<file path="config.mk">
export PLATFORM = sky130hd
export DESIGN_NAME = one_wire_dimming_pulse_sequencer
export DESIGN_NICKNAME = d
export VERILOG_FILES = /design/src/hw/rtl/owdps_pkg.sv /design/src/hw/rtl/owdps_regs.sv /design/src/hw/rtl/owdps_seq.sv /design/src/hw/rtl/one_wire_dimming_pulse_sequencer.sv
export SDC_FILE = /design/constraint.sdc
export NUM_CORES = 1
export LEC_CHECK = 0
export BUFFER_PORTS_ARGS = -buffer_cell sky130_fd_sc_hd__buf_2
export CAP_MARGIN = 10
export CORE_ASPECT_RATIO = 1.4
export CORE_MARGIN = 5
export CORE_UTILIZATION = 55
export CTS_BUF_LIST = sky130_fd_sc_hd__clkbuf_4 sky130_fd_sc_hd__clkbuf_8
export DETAILED_ROUTE_END_ITERATION = 10
export PLACE_DENSITY_LB_ADDON = 0.25
export REMOVE_ABC_BUFFERS = 1
export SLEW_MARGIN = 10
export SYNTH_ARGS = -nofsm -noshare
export SYNTH_HDL_FRONTEND = slang
export SYNTH_SLANG_ARGS = --single-unit
export TNS_END_PERCENT = 20
</file>
<file path="constraint.sdc">
create_clock -name clk -period 3.59 [get_ports clk]
set_input_delay 0.5385 -clock clk [delete_from_list [all_inputs] [get_ports clk]]
set_output_delay 0.5385 -clock clk [all_outputs]
set_load 0.02 [all_outputs]
</file>
<file path="src/hw/rtl/owdps_pkg.sv">
// ----------------------------------------------------------------------------
// owdps_pkg
// Shared widths, register map, reset values and helper functions for the
// one-wire dimming pulse sequencer.
// ----------------------------------------------------------------------------
package owdps_pkg;

	localparam int COUNT_BITS = 12;
	localparam int LEVEL_BITS = 5;
	localparam int DUR_BITS   = 12;
	localparam int ADDR_BITS  = 8;
	localparam int WIDE_BITS  = (COUNT_BITS > DUR_BITS) ? COUNT_BITS : DUR_BITS;
	localparam int PADDR_BITS = 5;

	localparam logic [COUNT_BITS-1:0] CNT_MAX = {COUNT_BITS{1'b1}};

	typedef enum logic [2:0] {
		REG_FORCE_REENTRY  = 3'd0,
		REG_DEVICE_ADDRESS = 3'd1,
		REG_SHORT_TIME     = 3'd2,
		REG_LONG_TIME      = 3'd3,
		REG_SHUTDOWN_TIME  = 3'd4,
		REG_DETECT_DELAY   = 3'd5,
		REG_DETECT_LOW     = 3'd6,
		REG_DETECT_WINDOW  = 3'd7
	} reg_index_t;

	localparam logic [ADDR_BITS-1:0] RST_DEVICE_ADDRESS = 8'h72;
	localparam logic [DUR_BITS-1:0]  RST_SHORT_TIME     = 12'd10;
	localparam logic [DUR_BITS-1:0]  RST_LONG_TIME      = 12'd50;
	localparam logic [DUR_BITS-1:0]  RST_SHUTDOWN_TIME  = 12'd3000;
	localparam logic [DUR_BITS-1:0]  RST_DETECT_DELAY   = 12'd200;
	localparam logic [DUR_BITS-1:0]  RST_DETECT_LOW     = 12'd500;
	localparam logic [DUR_BITS-1:0]  RST_DETECT_WINDOW  = 12'd1000;

	typedef struct packed {
		logic                 force_reentry;
		logic [ADDR_BITS-1:0] device_address;
		logic [DUR_BITS-1:0]  short_time;
		logic [DUR_BITS-1:0]  long_time;
		logic [DUR_BITS-1:0]  shutdown_time;
		logic [DUR_BITS-1:0]  detect_delay_time;
		logic [DUR_BITS-1:0]  detect_low_time;
		logic [DUR_BITS-1:0]  detect_window_time;
	} cfg_t;

	typedef struct packed {
		logic                  command;
		logic [LEVEL_BITS-1:0] level;
	} item_t;

	typedef struct packed {
		logic rejected;
		logic busy_res;
		logic line_out;
	} result_t;

	// A zero duration counts as one tick, a duration beyond the counter saturates.
	function automatic logic [COUNT_BITS-1:0] clamp_dur(input logic [DUR_BITS-1:0] d);
		logic [WIDE_BITS-1:0] dw;
		logic [WIDE_BITS-1:0] mw;
		dw = WIDE_BITS'(d);
		mw = WIDE_BITS'(CNT_MAX);
		if (d == '0) begin
			clamp_dur = COUNT_BITS'(1);
		end else if (dw > mw) begin
			clamp_dur = CNT_MAX;
		end else begin
			clamp_dur = COUNT_BITS'(dw);
		end
	endfunction

	// Bit of the byte being sent: the address byte or the zero-extended level.
	function automatic logic sel_bit(input logic slot, input logic [2:0] pos,
			input logic [LEVEL_BITS-1:0] lvl, input logic [ADDR_BITS-1:0] addr);
		logic [ADDR_BITS-1:0] byte_v;
		byte_v = slot ? ADDR_BITS'(lvl) : addr;
		sel_bit = byte_v[pos];
	endfunction

endpackage

</file>
<file path="src/hw/rtl/owdps_regs.sv">
// ----------------------------------------------------------------------------
// owdps_regs
// Configuration register file behind the APB-style port.
// ----------------------------------------------------------------------------
module owdps_regs
	import owdps_pkg::*;
(
	input  logic                  clk,
	input  logic                  arst_n,
	input  logic                  psel,
	input  logic                  penable,
	input  logic                  pwrite,
	input  logic [PADDR_BITS-1:0] paddr,
	input  logic [31:0]           pwdata,
	output logic [31:0]           prdata,
	output logic                  pready,
	output cfg_t                  cfg
);

	cfg_t       cfg_q;
	logic       wr_en;
	reg_index_t idx;

	assign pready = 1'b1;
	assign wr_en  = psel & penable & pwrite;
	assign idx    = reg_index_t'(paddr[PADDR_BITS-1:2]);
	assign cfg    = cfg_q;

	always_ff @(posedge clk or negedge arst_n) begin
		if (!arst_n) begin
			cfg_q.force_reentry      <= 1'b0;
			cfg_q.device_address     <= RST_DEVICE_ADDRESS;
			cfg_q.short_time         <= RST_SHORT_TIME;
			cfg_q.long_time          <= RST_LONG_TIME;
			cfg_q.shutdown_time      <= RST_SHUTDOWN_TIME;
			cfg_q.detect_delay_time  <= RST_DETECT_DELAY;
			cfg_q.detect_low_time    <= RST_DETECT_LOW;
			cfg_q.detect_window_time <= RST_DETECT_WINDOW;
		end else if (wr_en) begin
			case (idx)
				REG_FORCE_REENTRY:  cfg_q.force_reentry      <= pwdata[0];
				REG_DEVICE_ADDRESS: cfg_q.device_address     <= pwdata[ADDR_BITS-1:0];
				REG_SHORT_TIME:     cfg_q.short_time         <= pwdata[DUR_BITS-1:0];
				REG_LONG_TIME:      cfg_q.long_time          <= pwdata[DUR_BITS-1:0];
				REG_SHUTDOWN_TIME:  cfg_q.shutdown_time      <= pwdata[DUR_BITS-1:0];
				REG_DETECT_DELAY:   cfg_q.detect_delay_time  <= pwdata[DUR_BITS-1:0];
				REG_DETECT_LOW:     cfg_q.detect_low_time    <= pwdata[DUR_BITS-1:0];
				REG_DETECT_WINDOW:  cfg_q.detect_window_time <= pwdata[DUR_BITS-1:0];
				default: ;
			endcase
		end
	end

	always_comb begin
		case (idx)
			REG_FORCE_REENTRY:  prdata = 32'(cfg_q.force_reentry);
			REG_DEVICE_ADDRESS: prdata = 32'(cfg_q.device_address);
			REG_SHORT_TIME:     prdata = 32'(cfg_q.short_time);
			REG_LONG_TIME:      prdata = 32'(cfg_q.long_time);
			REG_SHUTDOWN_TIME:  prdata = 32'(cfg_q.shutdown_time);
			REG_DETECT_DELAY:   prdata = 32'(cfg_q.detect_delay_time);
			REG_DETECT_LOW:     prdata = 32'(cfg_q.detect_low_time);
			REG_DETECT_WINDOW:  prdata = 32'(cfg_q.detect_window_time);
			default:            prdata = '0;
		endcase
	end

endmodule

</file>
<file path="src/hw/rtl/owdps_seq.sv">
// ----------------------------------------------------------------------------
// owdps_seq
// Pulse sequencer state machine: one tick or level request per enabled cycle,
// with the result for that item computed from the next state.
// ----------------------------------------------------------------------------
module owdps_seq
	import owdps_pkg::*;
(
	input  logic    clk,
	input  logic    arst_n,
	input  logic    step,
	input  item_t   item,
	input  cfg_t    cfg,
	output result_t result
);

	typedef enum logic [3:0] {
		PH_IDLE  = 4'd0,
		PH_SHUT  = 4'd1,
		PH_DDLY  = 4'd2,
		PH_DLOW  = 4'd3,
		PH_DWIN  = 4'd4,
		PH_START = 4'd5,
		PH_BLOW  = 4'd6,
		PH_BHIGH = 4'd7,
		PH_END   = 4'd8
	} phase_t;

	phase_t                phase_q, n_phase;
	logic                  pin_q, n_pin;
	logic                  chip_q, n_chip;
	logic [COUNT_BITS-1:0] tick_q, n_tick, tick_dec;
	logic [2:0]            pos_q, n_pos, pos_dec;
	logic                  slot_q, n_slot;
	logic [1:0]            passes_q, n_passes, passes_dec;
	logic [LEVEL_BITS-1:0] hold_q, n_hold;
	logic                  rej;
	logic                  bit_now;
	logic                  bit_next;

	assign tick_dec   = tick_q - COUNT_BITS'(1);
	assign pos_dec    = pos_q - 3'd1;
	assign passes_dec = passes_q - 2'd1;
	assign bit_now    = sel_bit(slot_q, pos_q, hold_q, cfg.device_address);
	assign bit_next   = sel_bit(slot_q, pos_dec, hold_q, cfg.device_address);

	always_comb begin
		n_phase  = phase_q;
		n_pin    = pin_q;
		n_chip   = chip_q;
		n_tick   = tick_q;
		n_pos    = pos_q;
		n_slot   = slot_q;
		n_passes = passes_q;
		n_hold   = hold_q;
		rej      = 1'b0;
		if (!item.command) begin
			if (phase_q != PH_IDLE) begin
				n_tick = tick_dec;
				if (tick_dec == '0) begin
					case (phase_q)
						PH_SHUT: begin
							n_phase = PH_DDLY;
							n_pin   = 1'b1;
							n_tick  = clamp_dur(cfg.detect_delay_time);
						end
						PH_DDLY: begin
							n_phase = PH_DLOW;
							n_pin   = 1'b0;
							n_tick  = clamp_dur(cfg.detect_low_time);
						end
						PH_DLOW: begin
							n_phase = PH_DWIN;
							n_pin   = 1'b1;
							n_tick  = clamp_dur(cfg.detect_window_time);
						end
						PH_DWIN: begin
							n_chip  = 1'b1;
							n_slot  = 1'b0;
							n_pos   = 3'd7;
							n_phase = PH_START;
							n_pin   = 1'b1;
							n_tick  = clamp_dur(cfg.short_time);
						end
						PH_START: begin
							n_phase = PH_BLOW;
							n_pin   = 1'b0;
							n_tick  = clamp_dur(bit_now ? cfg.short_time : cfg.long_time);
						end
						PH_BLOW: begin
							n_phase = PH_BHIGH;
							n_pin   = 1'b1;
							n_tick  = clamp_dur(bit_now ? cfg.long_time : cfg.short_time);
						end
						PH_BHIGH: begin
							if (pos_q == 3'd0) begin
								n_phase = PH_END;
								n_pin   = 1'b0;
								n_tick  = clamp_dur(cfg.short_time);
							end else begin
								n_pos   = pos_dec;
								n_phase = PH_BLOW;
								n_pin   = 1'b0;
								n_tick  = clamp_dur(bit_next ? cfg.short_time : cfg.long_time);
							end
						end
						PH_END: begin
							if (!slot_q) begin
								n_slot  = 1'b1;
								n_pos   = 3'd7;
								n_phase = PH_START;
								n_pin   = 1'b1;
								n_tick  = clamp_dur(cfg.short_time);
							end else begin
								n_passes = passes_dec;
								if (passes_dec != 2'd0) begin
									n_slot  = 1'b0;
									n_pos   = 3'd7;
									n_phase = PH_START;
									n_pin   = 1'b1;
									n_tick  = clamp_dur(cfg.short_time);
								end else begin
									n_phase = PH_IDLE;
									n_pin   = 1'b1;
									n_tick  = '0;
									n_slot  = 1'b0;
									n_pos   = 3'd7;
								end
							end
						end
						default: begin
							n_phase = PH_IDLE;
							n_tick  = '0;
						end
					endcase
				end
			end
		end else if (phase_q != PH_IDLE) begin
			rej = 1'b1;
		end else if (item.level == '0) begin
			n_pin  = 1'b0;
			n_chip = 1'b0;
		end else begin
			n_hold = item.level;
			n_slot = 1'b0;
			n_pos  = 3'd7;
			if (!chip_q || cfg.force_reentry) begin
				n_passes = 2'd2;
				n_phase  = PH_SHUT;
				n_pin    = 1'b0;
				n_tick   = clamp_dur(cfg.shutdown_time);
			end else begin
				n_passes = 2'd1;
				n_phase  = PH_START;
				n_pin    = 1'b1;
				n_tick   = clamp_dur(cfg.short_time);
			end
		end
	end

	assign result.line_out = n_pin;
	assign result.busy_res = (n_phase != PH_IDLE);
	assign result.rejected = rej;

	always_ff @(posedge clk or negedge arst_n) begin
		if (!arst_n) begin
			phase_q  <= PH_IDLE;
			pin_q    <= 1'b0;
			chip_q   <= 1'b0;
			tick_q   <= '0;
			pos_q    <= 3'd7;
			slot_q   <= 1'b0;
			passes_q <= 2'd0;
			hold_q   <= '0;
		end else if (step) begin
			phase_q  <= n_phase;
			pin_q    <= n_pin;
			chip_q   <= n_chip;
			tick_q   <= n_tick;
			pos_q    <= n_pos;
			slot_q   <= n_slot;
			passes_q <= n_passes;
			hold_q   <= n_hold;
		end
	end

endmodule

</file>
<file path="src/hw/rtl/one_wire_dimming_pulse_sequencer.sv">
// ----------------------------------------------------------------------------
// one_wire_dimming_pulse_sequencer
// Drives an enable pin that doubles as a one-wire dimming bus.
// ----------------------------------------------------------------------------
// Usage: each transfer on the slave stream is one item. tuser carries the
// command (0 for a one-microsecond tick, 1 for a level request) and tdata
// carries the requested level. For every item exactly one result transfer
// leaves on the master stream with the pin level, the busy flag and the
// rejected flag after that item.
// The item is captured in an input register, then the sequencer updates its
// state and loads the output register with the result. Throughput is one
// item per cycle while the receiver does not stall, set by the single state
// update per cycle in the sequencer.
// When the receiver stalls, the output register holds its result and the
// input register absorbs one more item before tready falls.
// Reset clears both stages, puts the line low with the chip marked off, and
// loads the configuration registers with their default timings. The user must
// write them via the APB-style port while no item is in flight; not enforced.
// ----------------------------------------------------------------------------
module one_wire_dimming_pulse_sequencer
	import owdps_pkg::*;
(
	input  logic                  clk,
	input  logic                  arst_n,
	input  logic                  s_tvalid,
	output logic                  s_tready,
	input  logic [7:0]            s_tdata,  // [4:0] level, [7:5] zero
	input  logic                  s_tuser,  // [0] command
	output logic                  m_tvalid,
	input  logic                  m_tready,
	output logic [7:0]            m_tdata,  // [0] line_out, [1] busy_res, [2] rejected
	input  logic                  psel,
	input  logic                  penable,
	input  logic                  pwrite,
	input  logic [PADDR_BITS-1:0] paddr,
	input  logic [31:0]           pwdata,
	output logic [31:0]           prdata,
	output logic                  pready
);

	cfg_t    cfg;
	item_t   item_s1;
	logic    valid_s1;
	logic    step;
	result_t res;
	result_t res_s2;
	logic    valid_s2;

	owdps_regs u_regs (
		.clk     (clk),
		.arst_n  (arst_n),
		.psel    (psel),
		.penable (penable),
		.pwrite  (pwrite),
		.paddr   (paddr),
		.pwdata  (pwdata),
		.prdata  (prdata),
		.pready  (pready),
		.cfg     (cfg)
	);

	assign step     = valid_s1 & (~valid_s2 | m_tready);
	assign s_tready = ~valid_s1 | step;

	always_ff @(posedge clk or negedge arst_n) begin
		if (!arst_n) begin
			valid_s1 <= 1'b0;
		end else if (s_tready) begin
			valid_s1 <= s_tvalid;
		end
	end

	always_ff @(posedge clk) begin
		if (s_tvalid && s_tready) begin
			item_s1.command <= s_tuser;
			item_s1.level   <= s_tdata[LEVEL_BITS-1:0];
		end
	end

	owdps_seq u_seq (
		.clk    (clk),
		.arst_n (arst_n),
		.step   (step),
		.item   (item_s1),
		.cfg    (cfg),
		.result (res)
	);

	always_ff @(posedge clk or negedge arst_n) begin
		if (!arst_n) begin
			valid_s2 <= 1'b0;
		end else if (~valid_s2 | m_tready) begin
			valid_s2 <= valid_s1;
		end
	end

	always_ff @(posedge clk) begin
		if (step) begin
			res_s2 <= res;
		end
	end

	assign m_tvalid = valid_s2;
	assign m_tdata  = {5'd0, res_s2.rejected, res_s2.busy_res, res_s2.line_out};

`ifndef SYNTHESIS
	a_ready_low_only_when_full: assert property (@(posedge clk) disable iff (!arst_n)
		!s_tready |-> (valid_s1 && valid_s2 && !m_tready))
		else $error("input stalled while the pipeline had room");

	a_out_hold: assert property (@(posedge clk) disable iff (!arst_n)
		(m_tvalid && !m_tready) |=> (m_tvalid && $stable(m_tdata)))
		else $error("stalled result changed");

	a_reject_implies_busy: assert property (@(posedge clk) disable iff (!arst_n)
		m_tvalid && m_tdata[2] |-> m_tdata[1])
		else $error("rejected request reported while idle");
`endif

endmodule

</file>
======== Yosys cells after proc, flatten, opt, wreduce, memory -nomap -nowiden ========
Index checks and enable logic that the tools add are counted.
cells by class
  add/subtract/negate cells ............... 3
  magnitude comparators ................... 10
  equal/unequal tests ..................... 18
  multiplexer cells ....................... 81
  bitwise gates (word level) .............. 9
  reduce and logical (&&, ||, !) cells .... 43
operators with widths
  cell                   number
  $mux 12                28
  $pmux 32 s8            1
  $logic_not 12->1       9
  $gt 12x12->1 const B   8
  $pmux 12 s8            1
  $pmux 4 s8             1
  $mux 4                 7
  $mux 3                 8
  $mux 1                 21
  $eq 4x3->1 const B     4
  $mux 2                 8
  $reduce_and 2->1       8
  $reduce_and 7->1       2
  $reduce_bool 2->1      7
  $eq 3x3->1 const B     4
  $reduce_and 6->1       2
  $sub 12x1->12 const B  1
  $eq 4x2->1 const B     2
  $lt 3x4->1 const B     2
  $mux 8                 1
  $reduce_and 4->1       2
  $reduce_bool 4->1      2
  $bmux 1 s3             2
  $eq 3x2->1 const B     2
  22 further kinds       31
storage, ports and cells
  bits in registers ....................... 121
  bits of input ports ..................... 53
  output and inout port bits .............. 43

======== Depth between registers and ports, before layout ========
Gate-level depths: netlist of run 1.
  depth in word-level cells ............... 12
  gate-level depth with buffers ........... 12
  gate-level depth less buffers ........... 10

======== Modules after synthesis ========
A second synthesis of run 1 with hierarchy kept.
second synthesis, totals
  cells, all modules ...................... 744
  area total of the unflattened synthesis .. 7,732.4 um^2
modules (own cells, without submodules)
  module                            instances  cells an instance  area an instance (um^2)
  owdps_regs                        1          293                4,018.9
  owdps_seq                         1          428                3,298.2
  one_wire_dimming_pulse_sequencer  1          23                 415.4

======== Least setup slack after synthesis of run 1 ========
OpenSTA, ideal clock, no wires.
  path kind ............................... flip-flop to flip-flop
  start point ............................. register u_seq.pos_q[0]
  end point ............................... register u_seq.tick_q[5]
  data arrival time ....................... 2.829 ns
  required time ........................... 3.464 ns
  path slack .............................. 0.634 ns
  cell stages (with the launch flop) ...... 12
  clock period less this slack ............ 2.956 ns
  cells stage by stage .................... dfstp_2 buf_2 inv_1 ha_1 xor2_1 mux4_2 o221ai_1 o311ai_1 nand2_1 o211ai_1 and3_1 o32a_1
between the ends
  longest elaborated chain between the ends .. 12
  elaborated cells on any way between the ends .. 26
  classes of those cells .................. add/sub: 1; order compare: 3; mux: 18; reduce/logical: 4
ends and longest elaborated chain
  what                          line              RTL
  start: declaration            owdps_seq.sv:33   logic [2:0] pos_q, n_pos, pos_dec;
  start signal: assignment      owdps_seq.sv:180  pos_q <= n_pos;
  $sub 3x1->3                   owdps_seq.sv:42   assign pos_dec = pos_q - 3'd1;
  $bmux 1 s3                    owdps_pkg.sv:78   sel_bit = byte_v[pos];
  $mux 1 (implied by the code)  owdps_pkg.sv:78
  $mux 12                       owdps_seq.sv:104  n_tick = clamp_dur(bit_next ? cfg.short_time : cfg.long_time);
  $gt 12x12->1                  owdps_pkg.sv:66   end else if (dw > mw) begin
  $mux 12                       owdps_pkg.sv:66
  $mux 12                       owdps_pkg.sv:64   if (d == '0) begin
  $mux 12                       owdps_seq.sv:96   if (pos_q == 3'd0) begin
  $pmux 12 s8 *                 owdps_seq.sv:61   case (phase_q)
  $mux 12 *                     owdps_seq.sv:60   if (tick_dec == '0) begin
  $mux 12 *                     owdps_seq.sv:58   if (phase_q != PH_IDLE) begin
  $mux 12 *                     owdps_seq.sv:57   if (!item.command) begin
  end signal: assignment        owdps_seq.sv:179  tick_q <= n_tick;
  end: declaration              owdps_seq.sv:32   logic [COUNT_BITS-1:0] tick_q, n_tick, tick_dec;
Every way passes the cells marked *; elsewhere a longest branch is shown, timed or not. The select of a mux whose other input is x is not followed.
A chain may end at the register's enable or synchronous reset.

======== Worst setup path in the final report of run 1 ========
Same ends and word-level chain as after synthesis.

==> results of run 1 <==
layer usage:
layer | vias up | share of wire, %
li1 | 2810 | -
met3 | 76 | 6.4
met1 | 3094 | 38
met4 | 0 | 4.8
met2 | 296 | 51
met5 | - | 0
power by group:
group,switching (W),total (W),internal [W]
Sequential,0.000406,0.00214,0.00173
Combinational,0.000743,0.00138,0.000642
Clock,0.000576,0.00154,0.000961
Total,0.00173,0.00506,0.00333
how the worst max path moves through the flow:
stage	to	slack (ps)	cells past startpoint
after global placement	u_seq.tick_q[5]	340	10
after global routing	u_seq.pin_q	80	10
after CTS	u_seq.tick_q[5]	270	10
after floorplan	u_seq.tick_q[0]	320	8
after detailed placement	u_seq.tick_q[9]	250	10
final	u_seq.tick_q[5]	340	10
metrics by stage:
| stage | total power, W | std cells |
|---|---|---|
| after global placement | 0.003453 | 939 |
| final | 0.005057 | 971 |
| after floorplan | 0.002989 | 695 |
| after global routing | 0.005313 | 971 |
| after detailed placement | 0.003503 | 939 |
| after CTS | 0.005046 | 971 |
what timing repair did:
| item | 4_1_cts | 5_1_grt |
|---|---|---|
| buffers inserted | 0 | 0 |
| setup endpoints to repair | 0 | 1 |
| resized for setup | 0 | 1 |
flip-flops by register name, indices dropped and copies added (netlist names):
name and count:
u_seq.slot_q 1, item_s1 6, m_tdata 3, u_seq.passes_q 2, valid_s1 1, u_seq.pos_q 3
u_seq.phase_q 4, u_regs.cfg 81, u_seq.pin_q 1, m_tvalid 1, u_seq.hold_q 5, u_seq.tick_q 12
u_seq.chip_q 1
cell usage in the layout, fill, tap and decap left out, types with 6 or more instances in the layout:
cell,count
a21oi_1,23
a22oi_1,20
a31oi_1,16
buf_2,43
buf_4,18
bufinv_16,6
clkbuf_8,20
conb_1,26
dfrtp_1,78
dfstp_2,34
edfxtp_1,9
ha_1,6
inv_1,19
mux2_2,106
mux2i_1,15
mux4_2,8
nand2_1,70
nand2b_1,8
nand3_1,29
nand3b_1,6
nor2_1,37
nor3_1,17
nor4_1,18
o211ai_1,10
o21ai_0,40
layout make-up:
cell class / instances / area share [%]
multi-input cells: 554 / 48.43
flip-flops and latches: 121 / 37.48
repair buffers: 62 / 4.456
clock buffers: 21 / 3.402
well taps: 182 / 2.740
clock inverters: 11 / 2.589
inverters: 20 / 0.9032
cell families (layout without fill, tap and decap cells):
logic type / Yosys count / in the layout / share of synthesized area [%]
adders and majority gates: 6 / 6 / 1.000
other: 2 / 26 / 0.1001
and+or+nand+nor: 220 / 220 / 14.79
muxes: 129 / 129 / 20.31
buffers and inverters: 89 / 114 / 6.253
DFF: 121 / 121 / 41.52
xor gates and xnor gates: 6 / 6 / 0.7003
AOI/OAI and AO/OA: 167 / 167 / 15.32
synth_stat cells (5+ instances only):
| cell type | instances | area, sq um |
|---|---|---|
| a221oi_1 | 5 | 43.79 |
| mux2_2 | 106 | 1194 |
| o21ai_0 | 40 | 200.2 |
| a22o_1 | 5 | 43.79 |
| dfrtp_1 | 78 | 1952 |
| a21oi_1 | 23 | 115.1 |
| buf_4 | 29 | 217.7 |
| a22oi_1 | 20 | 150.1 |
| and3_1 | 5 | 31.28 |
| o2bb2ai_1 | 5 | 43.79 |
| a31oi_1 | 16 | 100.1 |
| nor3_1 | 17 | 85.08 |
| nand3b_1 | 6 | 45.04 |
| clkbuf_1 | 29 | 108.9 |
| nand3_1 | 29 | 145.1 |
| inv_1 | 19 | 71.32 |
| o211ai_1 | 10 | 75.07 |
| mux4_2 | 8 | 180.2 |
| nor2_1 | 37 | 138.9 |
| nand4_1 | 5 | 31.28 |
| nor4_1 | 18 | 112.6 |
| nand2_1 | 70 | 262.8 |
| mux2i_1 | 15 | 150.1 |
| ha_1 | 6 | 75.07 |
| edfxtp_1 | 9 | 270.3 |
| buf_2 | 5 | 25.02 |
| dfstp_2 | 34 | 893.4 |
| nand2b_1 | 8 | 50.05 |
==> impl_metrics.ini, run 1 <==
[synth]
synth_seq_area_share_pct = 41.52
synth_enable_flop_cells = 9
yosysWarningCount = 0
ys_ff_latch = 121
syn-mean-instance-area_sq_um = 10.14
syn_area_sq_mm = 0.007503
synthArstFlopShare_pct = 92.56
ys.flop_type = dfrtp_1
ys_types = 74
synthCells = 740

[route]
initialDrtViolationCount = 597
drc = 0
first_pass_iters = 6
routed_wl_um = 21370
vias_per_cell = 6.463
vias = 6276
wl_per_cell_um = 22.01
antenna_left = 0

[critical_path]
critPathBufInv = 1
regToRegStartpoint = u_seq.pos_q[0]
r2r_slack_ps = 340
startpoint_type = flip-flop
worstSetupEndpointType = flip-flop
cp_cell_sequence = inv_1 > ha_1 > xor2_2 > mux4_2 > o221ai_1 > o311ai_1 > nand2_1 > o211ai_1 > and3_1 > o32a_1
r2r_cells = 10
critPathArrivalTime_ps = 3600
cpPeakStageDelay_ps = 670
crit_required_ps = 3940
r2r_end = u_seq.tick_q[5]
path_max_fanout = 10
critPathTopFamily = compound AO/OA/AOI/OAI gates
slowest_stage = dfstp_2
crit_start = u_seq.pos_q[0]
worstSetupPathType = flip-flop to flip-flop

[floorplanning]
core_area_sq_mm = 0.01339
dieArea_sq_mm = 0.01611
num_rows = 50
die_w_um = 108.7
ios = 96
start_util_pct = 56.05
die-height_um = 148.2

[sta]
setup_ws_ps = 338.2
finalMaxSlewViolations = 0
slew_headroom_pct = 32.45
period_share_pct = 90.58
worst_slew_pin_slew_ps = 1013
fmax_mhz = 307.5
timing.setup.tns_ps = 0
finalHoldWorstSlack_ps = 252.0
layout_min_cycle_time_ps = 3252
setup_viol = 0
hold_viol = 0
rsz0062_at_grt = false
fin_skew_ps = 9.548

[global_route]
antenna_found_initial = 0
first_global_vias = 6355
grt.total_usage_pct = 27.93
grt_pass1_wl_um = 34600
use_met2_pct = 47.06
grt.busiest_layer = met2
grt_max_degree = 77
met1_usage_pct = 33.91
grtUsageMet3_pct = 4.820
gr-total-overflow = 0

[cells_and_area]
layout-drive-gt1-share_pct = 32.45
utilization_pct = 62.08
n_antenna_cell = 0
fillers = 1143
area_delta_synth_final_pct = 10.77
seqCellArea_sq_mm = 0.003115
multi_input_area_sq_mm = 0.004025
design_area_sq_mm = 0.008312
nNetsFinal = 835

[place]
post-dp-hpwl_um = 15630
postPlaceCellArea_sq_mm = 0.007806
port_buffers = 44
pre_cts_slack_ps = 253.5
gp_congestion = 0.9344

[clocking]
clk_path_buf_depth = 2
h-tree-depth = 4
ctsHoldBuffers = 0
clk_pin_slew_ps = 70
cts_tree = built
cts_sinks = 121
cts_root_buf = clkbuf_8
cts_buffers = 17
clock_latency_ps = 460

[outcome]
status = complete, no violations

[pwr]
ir_worst_vdd_v = 0.0003687
cellLeakagePower_nw = 3.485
pwr_density_cell_mw_per_mm2 = 608.5

[hold_path]
hp-class = input pin to async pin

[run]
maxCapViolCount = 0
(Power assumes the default switching activity.)
==> run 2, diff against run 1 <==
CTS_BUF_LIST = not set   (was sky130_fd_sc_hd__clkbuf_4 sky130_fd_sc_hd__clkbuf_8)
==> run 2 against run 1 <==
  * Global-route usage rose by 0.68 points
  * Combinational power barely moved
  * Fmax fell by 1.3%
  * Non-clock buffer count did not move
  * Core utilization rose by 1.4 points
  * Clock power rose by 28%
  * Cell area rose by 2.2%
  * Critical path type unchanged
  * Critical endpoint is now m_tdata[1]
==> impl_metrics.ini, run 2 (synthesized netlist as in run 1, its figures left out) <==
[pwr]
intPower_w = 0.003703
pwr-share-clk_pct = 35.7
p_switching_w = 0.001797
cellLeakagePower_nw = 3.567
ir_worst_vdd_v = 0.0003862
pwr_density_cell_mw_per_mm2 = 647.5
switching_share_pct = 32.67
seqPwrFrac_pct = 39.0
power_frac_comb_pct = 25.3

[floorplanning]
core_area_sq_mm = 0.01339
start_util_pct = 56.05
dieArea_sq_mm = 0.01611
ios = 96
num_rows = 50
die_w_um = 108.7
die-height_um = 148.2

[critical_path]
startpoint_type = flip-flop
r2r_end = m_tdata[1]
worstSetupEndpointType = flip-flop
path_max_fanout = 7
regToRegStartpoint = u_seq.tick_q[0]
r2r_slack_ps = 290
critPathArrivalTime_ps = 3460
worstSetupPathType = flip-flop to flip-flop
r2r_cells = 10
crit_required_ps = 3760

[clocking]
clk_path_buf_depth = 2
cts_root_buf = clkbuf_16
cts_sinks = 121
h-tree-depth = 4
post-cts-setup-buffers = 0
clk_pin_slew_ps = 60
cts_buffers = 17
ctsHoldBuffers = 0
cts.repair.resized = 0
cts_tree = built
clock_latency_ps = 430

[cells_and_area]
nNetsFinal = 835
seqCellArea_sq_mm = 0.003115
largest_register_ffs = 81
multi_input_area_sq_mm = 0.004025
area_delta_synth_final_pct = 13.21
n_antenna_cell = 0
final_cell_mix = 106 x mux2_2, 78 x dfrtp_1, 70 x nand2_1
fillers = 1107
layout-drive-gt1-share_pct = 32.32
final_common_cell = mux2_2

[sta]
period_share_pct = 91.79
worst_slew_pin_slew_ps = 1020
slew_headroom_pct = 32.03
layout_min_cycle_time_ps = 3295
hold_viol = 0
timing.setup.tns_ps = 0
fin_skew_ps = 9.092
rsz0062_at_grt = false
fmax_mhz = 303.5
finalMaxSlewViolations = 0
setup_viol = 0
finalHoldWorstSlack_ps = 283.8

[global_route]
grt_pass1_wl_um = 35360
gr-total-overflow = 0
first_global_vias = 6465
grt.total_usage_pct = 28.61
grt_max_degree = 77
antenna_found_initial = 0

[hold_path]
worstHoldStart = s_tdata[4]
hold_path_end = item_s1[4]
hp-class = input pin to flip-flop
whs_path_depth = 1

[place]
gp_congestion = 0.9344
port_buffers = 44
post-dp-hpwl_um = 15630

[route]
routed_wl_um = 21800
initialDrtViolationCount = 527
first_pass_iters = 6
antenna_left = 0
wl_per_cell_um = 22.45
vias = 6272
drc = 0
vias_per_cell = 6.459

[run]
maxCapViolCount = 0

[outcome]
status = complete, no violations
## run 2: how the worst max path moves through the flow
stage	startpoint	to	cells after the start
after CTS	u_seq.pos_q[0]	u_seq.tick_q[5]	10
after floorplan	u_seq.phase_q[0]	u_seq.tick_q[0]	8
after global placement	u_seq.pos_q[0]	u_seq.tick_q[5]	10
final	u_seq.tick_q[0]	m_tdata[1]	10
after detailed placement	u_seq.pos_q[0]	u_seq.tick_q[9]	10
after global routing	u_seq.tick_q[0]	u_seq.pin_q	10
## run 2: layout make-up
cell class | count | share of cell area (%)
clock inverter | 10 | 2.180
timing repair buffer | 62 | 4.360
tap | 182 | 2.681
sequential | 121 | 36.68
clock buffer | 22 | 5.833
multi-input combinational | 554 | 47.39
inverter | 20 | 0.8838
## run 2: critical path, cell delays in order (launching register included)
cell and delay (ps):
dfrtp_1 450, inv_1 110, ha_1 260, or3b_1 490, nor4_1 610, nor4_4 90, nand3_1 250, nor2_1 130
a211oi_1 250, a21oi_1 50, or3_1 350
## run 2: power groups by stage
stage          Combinational, W  Clock, W  Sequential, W
2_1_floorplan          0.000989         0        0.00200
4_1_cts                 0.00137   0.00199        0.00213
6_report                0.00139   0.00197        0.00215
3_5_place_dp            0.00136         0        0.00215
3_3_place_gp            0.00133         0        0.00213
5_1_grt                 0.00152   0.00206        0.00218
## run 2: stage by stage
step	util (%)	total power [W]	cell area [sq um]	setup WS, ps	instances
after floorplan	-	0.002989	7199	315.9	695
after global placement	58.31	0.003453	7806	335.5	939
after detailed placement	58.31	0.003503	7806	253.5	939
after CTS	63.39	0.005488	8487	268.7	971
after global routing	63.45	0.005763	8494	53.50	971
final	63.45	0.005500	8494	294.8	971
## run 2: metal layers
| layer | GRT usage, % | vias up | part of all wire [%] |
|---|---|---|---|
| met2 | 48.92 | 292 | 51 |
| met5 | 0 | - | 0 |
| met4 | 13.46 | 0 | 4.4 |
| li1 | - | 2818 | - |
| met1 | 33.98 | 3091 | 38 |
| met3 | 6.079 | 71 | 6.3 |
